--- src/hdl/nst_pkg.sv ---
`default_nettype none
package nst_pkg;

  localparam int SIZE_W          = 8;
  localparam int IDENT_W         = 32;
  localparam int MAX_ENTRIES_DEF = 16;

  // Command codes
  localparam logic [1:0] CMD_CLEAR  = 2'd0;
  localparam logic [1:0] CMD_INSERT = 2'd1;
  localparam logic [1:0] CMD_QUERY  = 2'd2;

  // Status codes
  localparam logic [1:0] ST_OK   = 2'd0;
  localparam logic [1:0] ST_FULL = 2'd1;
  localparam logic [1:0] ST_NONE = 2'd2;

  typedef struct packed {
    logic [SIZE_W-1:0]  size;
    logic [IDENT_W-1:0] ident;
  } entry_t;

  typedef struct packed {
    logic               have;
    logic [SIZE_W-1:0]  size;
    logic [IDENT_W-1:0] ident;
  } best_t;

endpackage
`default_nettype wire

--- src/hdl/nearest_size_table_lookup.sv ---
`default_nettype none
// Nearest-size lookup over a table of up to MAX_ENTRIES (size, ident) pairs held in a
// synchronous RAM with one write and one read port. Commands: clear, insert (dropped
// with status full when the table is full), and query, which returns the entry closest
// to query_size, the larger size on a tie and the earlier entry on equal size, or status
// no-entry when empty.
// One command is in flight at a time. Clear, insert, an unused code and a query on an
// empty table put their result in the output register in the cycle after acceptance. A
// query on a table of N entries reads one entry per cycle through the RAM's registered
// read port; the last entry read is then compared in the wait state, and the finish
// state loads the result into the output register. A new command is taken once the
// output register is empty or being drained in the same cycle. Writes happen only at
// acceptance and reads only during a scan, so the RAM never sees both on one entry.
module nearest_size_table_lookup #(
  parameter int MAX_ENTRIES = nst_pkg::MAX_ENTRIES_DEF
) (
  input  wire logic                                clk,
  input  wire logic                                rst,
  input  wire logic                                in_valid,
  output logic                                     in_ready,
  input  wire logic [1:0]                          command,
  input  wire logic [nst_pkg::SIZE_W-1:0]          entry_size,
  input  wire logic signed [nst_pkg::IDENT_W-1:0]  entry_ident,
  input  wire logic [nst_pkg::SIZE_W-1:0]          query_size,
  output logic                                     out_valid,
  input  wire logic                                out_ready,
  output logic signed [nst_pkg::IDENT_W-1:0]       found_ident,
  output logic [nst_pkg::SIZE_W-1:0]               found_size,
  output logic [1:0]                               status
);

  localparam int AW = (MAX_ENTRIES > 1) ? $clog2(MAX_ENTRIES) : 1;
  localparam int CW = $clog2(MAX_ENTRIES + 1);

  localparam logic [1:0] S_IDLE   = 2'd0;
  localparam logic [1:0] S_SCAN   = 2'd1;
  localparam logic [1:0] S_WAIT   = 2'd2;
  localparam logic [1:0] S_FINISH = 2'd3;

  logic [1:0]                 state;
  logic [CW-1:0]              count;
  logic [AW-1:0]              scan_addr;
  logic [nst_pkg::SIZE_W-1:0] qsize;
  logic                       data_valid;

  logic                       accept;
  logic                       full;
  logic                       scan_last;
  logic                       wr_en;
  nst_pkg::entry_t            wr_data;
  nst_pkg::entry_t            rd_data;
  nst_pkg::best_t             best;
  logic                       start;

  assign in_ready  = (state == S_IDLE) && (!out_valid || out_ready);
  assign accept    = in_valid && in_ready;
  assign full      = (count == CW'(MAX_ENTRIES));
  assign scan_last = (CW'(scan_addr) == CW'(count - CW'(1)));
  assign wr_en     = accept && (command == nst_pkg::CMD_INSERT) && !full;
  assign start     = accept && (command == nst_pkg::CMD_QUERY);

  always_comb begin
    wr_data.size  = entry_size;
    wr_data.ident = entry_ident;
  end

  nst_table #(
    .DEPTH (MAX_ENTRIES),
    .AW    (AW)
  ) u_table (
    .clk     (clk),
    .wr_en   (wr_en),
    .wr_addr (count[AW-1:0]),
    .wr_data (wr_data),
    .rd_en   (state == S_SCAN),
    .rd_addr (scan_addr),
    .rd_data (rd_data)
  );

  nst_best u_best (
    .clk    (clk),
    .rst    (rst),
    .start  (start),
    .sample (data_valid),
    .qsize  (qsize),
    .cand   (rd_data),
    .best   (best)
  );

  // Control
  always_ff @(posedge clk) begin
    if (rst) begin
      state      <= S_IDLE;
      count      <= '0;
      data_valid <= 1'b0;
    end else begin
      data_valid <= (state == S_SCAN);
      unique case (state)
        S_IDLE: begin
          if (accept) begin
            if (command == nst_pkg::CMD_CLEAR) begin
              count <= '0;
            end else if (wr_en) begin
              count <= count + CW'(1);
            end else if (start && (count != '0)) begin
              state <= S_SCAN;
            end
          end
        end
        S_SCAN: begin
          if (scan_last) begin
            state <= S_WAIT;
          end
        end
        S_WAIT:   state <= S_FINISH;
        S_FINISH: state <= S_IDLE;
        default:  state <= S_IDLE;
      endcase
    end
  end

  always_ff @(posedge clk) begin
    if (start) begin
      scan_addr <= '0;
      qsize     <= query_size;
    end else if (state == S_SCAN) begin
      scan_addr <= scan_addr + AW'(1);
    end
  end

  // Output register
  always_ff @(posedge clk) begin
    if (rst) begin
      out_valid <= 1'b0;
    end else if ((accept && !(start && (count != '0))) || (state == S_FINISH)) begin
      out_valid <= 1'b1;
    end else if (out_ready) begin
      out_valid <= 1'b0;
    end
  end

  always_ff @(posedge clk) begin
    if (state == S_FINISH) begin
      if (best.have) begin
        found_ident <= $signed(best.ident);
        found_size  <= best.size;
        status      <= nst_pkg::ST_OK;
      end else begin
        found_ident <= '0;
        found_size  <= '0;
        status      <= nst_pkg::ST_NONE;
      end
    end else if (accept) begin
      found_ident <= '0;
      found_size  <= '0;
      if ((command == nst_pkg::CMD_INSERT) && full) begin
        status <= nst_pkg::ST_FULL;
      end else if (start) begin
        status <= nst_pkg::ST_NONE;
      end else begin
        status <= nst_pkg::ST_OK;
      end
    end
  end

`ifndef NO_ASSERTIONS
  a_count_bound: assert property (@(posedge clk) disable iff (rst)
    count <= CW'(MAX_ENTRIES))
    else $error("entry count beyond table depth");

  a_finish_has_best: assert property (@(posedge clk) disable iff (rst)
    (state == S_FINISH) |-> best.have)
    else $error("scan finished without a candidate");

  a_full_drop: assert property (@(posedge clk) disable iff (rst)
    (accept && (command == nst_pkg::CMD_INSERT) && full)
      |=> (out_valid && (status == nst_pkg::ST_FULL) && $stable(count)))
    else $error("insert into full table not reported");

  a_query_scan: assert property (@(posedge clk) disable iff (rst)
    (start && (count != '0)) |=> (state == S_SCAN) && !out_valid)
    else $error("query on nonempty table did not start a scan");
`endif

endmodule
`default_nettype wire

--- src/hdl/nst_table.sv ---
`default_nettype none
module nst_table #(
  parameter int DEPTH = nst_pkg::MAX_ENTRIES_DEF,
  parameter int AW    = (DEPTH > 1) ? $clog2(DEPTH) : 1
) (
  input  wire logic           clk,
  input  wire logic           wr_en,
  input  wire logic [AW-1:0]  wr_addr,
  input  wire nst_pkg::entry_t wr_data,
  input  wire logic           rd_en,
  input  wire logic [AW-1:0]  rd_addr,
  output nst_pkg::entry_t     rd_data
);

  nst_pkg::entry_t mem [DEPTH];

  always_ff @(posedge clk) begin
    if (wr_en) begin
      mem[wr_addr] <= wr_data;
    end
  end

  always_ff @(posedge clk) begin
    if (rd_en) begin
      rd_data <= mem[rd_addr];
    end
  end

endmodule
`default_nettype wire

--- src/hdl/nst_best.sv ---
`default_nettype none
module nst_best (
  input  wire logic                       clk,
  input  wire logic                       rst,
  input  wire logic                       start,
  input  wire logic                       sample,
  input  wire logic [nst_pkg::SIZE_W-1:0] qsize,
  input  wire nst_pkg::entry_t            cand,
  output nst_pkg::best_t                  best
);

  logic [nst_pkg::SIZE_W-1:0] delta;
  logic [nst_pkg::SIZE_W-1:0] cand_delta;
  logic                       take;

  always_comb begin
    cand_delta = (cand.size > qsize) ? (cand.size - qsize) : (qsize - cand.size);
    // on equal distance keep the larger size; on equal size keep the earlier entry
    take = !best.have || (cand_delta < delta) ||
           ((cand_delta == delta) && (cand.size > best.size));
  end

  always_ff @(posedge clk) begin
    if (rst) begin
      best.have <= 1'b0;
    end else if (start) begin
      best.have <= 1'b0;
    end else if (sample && take) begin
      best.have  <= 1'b1;
      best.size  <= cand.size;
      best.ident <= cand.ident;
      delta      <= cand_delta;
    end
  end

endmodule
`default_nettype wire
--- config.mk ---
export PLATFORM = sky130hd
export DESIGN_NAME = nearest_size_table_lookup
export DESIGN_NICKNAME = d
export VERILOG_FILES = /design/src/hdl/nst_pkg.sv /design/src/hdl/nearest_size_table_lookup.sv /design/src/hdl/nst_table.sv /design/src/hdl/nst_best.sv
export SDC_FILE = /design/constraint.sdc
export NUM_CORES = 1
export LEC_CHECK = 0
export ABC_CLOCK_PERIOD_IN_PS = 16000
export BUFFER_PORTS_ARGS = -buffer_cell sky130_fd_sc_hd__buf_2
export CORE_MARGIN = 3
export CORE_UTILIZATION = 45
export DETAILED_ROUTE_END_ITERATION = 7
export PLACE_DENSITY = 0.63
export SLEW_MARGIN = 20
export SYNTH_ARGS = -nofsm -noshare
export SYNTH_HDL_FRONTEND = slang
export SYNTH_SLANG_ARGS = --single-unit
--- constraint.sdc ---
create_clock -name clk -period 16 [get_ports clk]
set_clock_uncertainty 0.1 [all_clocks]
set_input_delay 2.4 -clock clk [delete_from_list [all_inputs] [get_ports clk]]
set_output_delay 2.4 -clock clk [all_outputs]
set_load 0.005 [all_outputs]
==> results.json <==
{
  "min_path_type": "flip-flop to flip-flop",
  "track_usage_pct": 17.7,
  "power_switching_mw": 1.15,
  "fin_tns_setup_ns": 0,
  "clk_pin_slew_worst_paths_ns": 0.06,
  "core_area_um2": 66500,
  "cts_setup_buffers": 0,
  "placementRows": 94,
  "io_pins": 98,
  "end_kind": "output pin",
  "hp-start": "u_table.rd_data[25]$_DFFE_PP_",
  "final_nets": 1583,
  "synth.net_count": 1432,
  "finalCritPeriodShare_pct": 34.3,
  "num_vias": 13544,
  "critPathSlowestCell": "nand2b_2",
  "criticalPathCategory": "input port to output pin",
  "power_per_cell_area_nw_per_um2": 142,
  "clockBufferDepth": 3,
  "synth_commonest_cells": "778 x edfxtp_1, 200 x mux4_2, 42 x inv_1, 40 x and3_1, 40 x ha_1",
  "synth_most_common_cell": "edfxtp_1",
  "pwr-share-seq_pct": 49.2,
  "critPathMaxStageDelay_ns": 0.20,
  "wire_per_inst_um": 25.2,
  "dpl_cell_area_um2": 32100,
  "p_leak_nw": 11.2,
  "cts_buffers": 81,
  "combPwrFrac_pct": 13.2,
  "firstDrtPassIters": 5,
  "r2r.worst_path.cells": 17,
  "max_cap_viol_count": 0,
  "ir_drop_v": 0.0000985,
  "grt_pass1_vias": 14243,
  "syn_area_um2": 30500,
  "slew_viol_final": 0,
  "holdWs_ns": 0.307,
  "arrival_ns": 2.99,
  "fin_crit_ns": 5.49,
  "grt_pass1_wl_mm": 91.8,
  "io_buffers": 97,
  "ys_ff_latch": 792,
  "gp_congestion": 0.813,
  "postRouteAntennaNets": 0,
  "clock_latency_ns": 0.63,
  "yosysSeqAreaShare_pct": 77.6,
  "die_x_um": 266,
  "synth_cell_types": 56,
  "synth_top_area_share_pct": 76.7,
  "dieArea_um2": 70800,
  "rr_startpoint": "u_table.rd_data[32]$_DFFE_PP_",
  "wirelength_mm": 61.0,
  "p_clk_share_pct": 37.6,
  "postCtsHoldBufs": 0,
  "cts_resized": 0,
  "area_growth_pct": 14.1,
  "yosysTopAreaCell": "edfxtp_1",
  "syn_inst": 1336,
  "grt_setup_unrepaired": "false",
  "fin_util_pct": 52.3,
  "maxSlewHeadroom_pct": 27.8,
  "internal_power_mw": 3.79,
  "hold_violations": 0,
  "max_freq_mhz": 182,
  "path_cells": "buf_2, nand2b_2, and2_1, buf_2",
  "die_h_um": 266,
  "critPathMaxFanout": 3,
  "cts_tree": "done",
  "synth_edf_count": 778,
  "initial_core_util_pct": 45.8,
  "p_sw_share_pct": 23.3,
  "synth_ff_type": "edfxtp_1",
  "holdPathStages": 0,
  "place_hpwl_mm": 31.5,
  "htreeDepth": 3,
  "drive_above_1_share_pct": 31.2,
  "r2r_setup_slack_ns": 10.88,
  "hold_end": "u_best.best[25]$_DFFE_PP_",
  "grt_max_degree": 107,
  "cts_root_buf": "clkbuf_16",
  "cp.required_ns": 13.50,
  "startpoint_type": "input port",
  "r2r_end": "u_best.best[6]$_DFFE_PP_",
  "timing.critical_path.mode_cell": "buf_2",
  "critPathTopFamily": "simple AND/OR/NAND/NOR gates",
  "avgSynthCellArea_um2": 22.8,
  "setup_violations": 0,
  "worst_slew_pin_slew_ns": 1.08,
  "status": "completed",
  "vias_per_cell": 5.60,
  "async_flop_share_pct": 0,
  "design_area_um2": 34700,
  "cts.sinks": 792,
  "yosysWarnings": 0,
  "cp_num_buf_inv": 2,
  "drt_iter0_drc": 1193,
  "antenna_found_initial": 6,
  "synth_area_leaders": "edfxtp_1 77%, mux4_2 15%, ha_1 1.6%",
  "overflow": 0,
  "drc": 0
}
-- layout make-up --
| cell class | instances | area [um^2] |
|---|---|---|
| Clock inverter | 47 | 520 |
| Tap cell | 864 | 1080 |
| Inverter | 42 | 158 |
| Clock buffer | 98 | 2120 |
| Antenna cell | 4 | 10.0 |
| Multi-Input combinational cell | 444 | 6480 |
| Timing Repair Buffer | 126 | 716 |
| Fill cell | 5121 | 31700 |
| Sequential cell | 792 | 23700 |
-- metrics by stage --
stage / worst slack (ns) / cells / total power [mW]
final: 10.51 / 2417 / 4.94
after global routing: 10.47 / 2414 / 5.14
after CTS: 10.49 / 2413 / 5.01
after detailed placement: 10.49 / 2268 / 3.14
after global placement: 10.51 / 2268 / 3.13
after floorplan: 8.84 / 1336 / 2.96
-- flip-flops by register name, summed over array words and instances, names as in the netlist --
name             count
data_valid           1
out_valid            1
qsize                8
u_best.best         41
state                2
u_best.delta         8
scan_addr            4
found_ident         32
count                5
status               2
u_table.rd_data     40
found_size           8
u_table.mem        640
-- worst max-delay path by stage --
stage,endpoint,from,depth (start not counted),slack [ns]
2_1_floorplan,u_table.mem[0][0]$_DFFE_PP_,out_ready,3,8.84
3_3_place_gp,in_ready,out_ready,4,10.51
3_5_place_dp,in_ready,out_ready,4,10.49
4_1_cts,in_ready,out_ready,4,10.49
5_1_grt,in_ready,out_ready,4,10.47
6_report,in_ready,out_ready,4,10.51
-- cell families (layout without fill, tap and decap cells) --
kind of cell / after synthesis / in the layout / synth area share (%)
buffers and inverters: 100 / 313 / 1.57
XOR/XNOR: 18 / 18 / 0.518
multiplexers: 206 / 206 / 15.0
AND/OR/NAND/NOR: 129 / 129 / 2.33
adder cells (fa/ha/maj): 42 / 42 / 1.77
other: 0 / 4 / 0
AO/OA/AOI/OAI: 49 / 49 / 1.19
flip-flops: 792 / 792 / 77.6
-- routing by layer --
layer  up-vias  global-route usage [%]  share of wire [%]
met3        79                    3.89                6.2
li1       5896                       -                  -
met4         6                    4.08                1.5
met1      7157                    26.1                 45
met5         -                       0              0.056
met2       406                    27.3                 47
-- power groups by stage --
stage | combinational, mW | clock (mW) | sequential, mW
6_report | 0.652 | 1.86 | 2.43
5_1_grt | 0.714 | 1.99 | 2.44
3_5_place_dp | 0.668 | 0 | 2.48
4_1_cts | 0.669 | 1.90 | 2.43
3_3_place_gp | 0.656 | 0 | 2.47
2_1_floorplan | 0.524 | 0 | 2.44
-- cell usage in the layout (no fill, tap or decap), drive strengths merged, types with 5 or more instances in the layout --
cell,n
nor2b,8
clkinv,35
nor2,27
clkbuf,98
bufinv,8
and3,40
mux4,200
edfxtp,778
nand4,6
mux2i,5
xor2,10
a21o,5
buf,126
a21oi,12
nand2,21
inv,45
dfxtp,14
nor3,10
nand3,5
o21ai,9
ha,40
xnor2,8
-- worst register-to-register path, cell delays in order (launching register included) --
cell and delay, ns:
edfxtp_1 0.42, inv_1 0.10, ha_1 0.17, inv_1 0.06
fa_1 0.40, nand3_1 0.15, a211oi_2 0.11, o21ai_4 0.25
mux2i_1 0.37, o221ai_2 0.15, xor2_1 0.17, ha_1 0.31
a21o_1 0.16, a21o_1 0.17, a21oi_1 0.12, o21ai_0 0.15
a31oi_4 0.77, buf_4 0.60
Note: power is estimated with default switching activity, not from simulation.
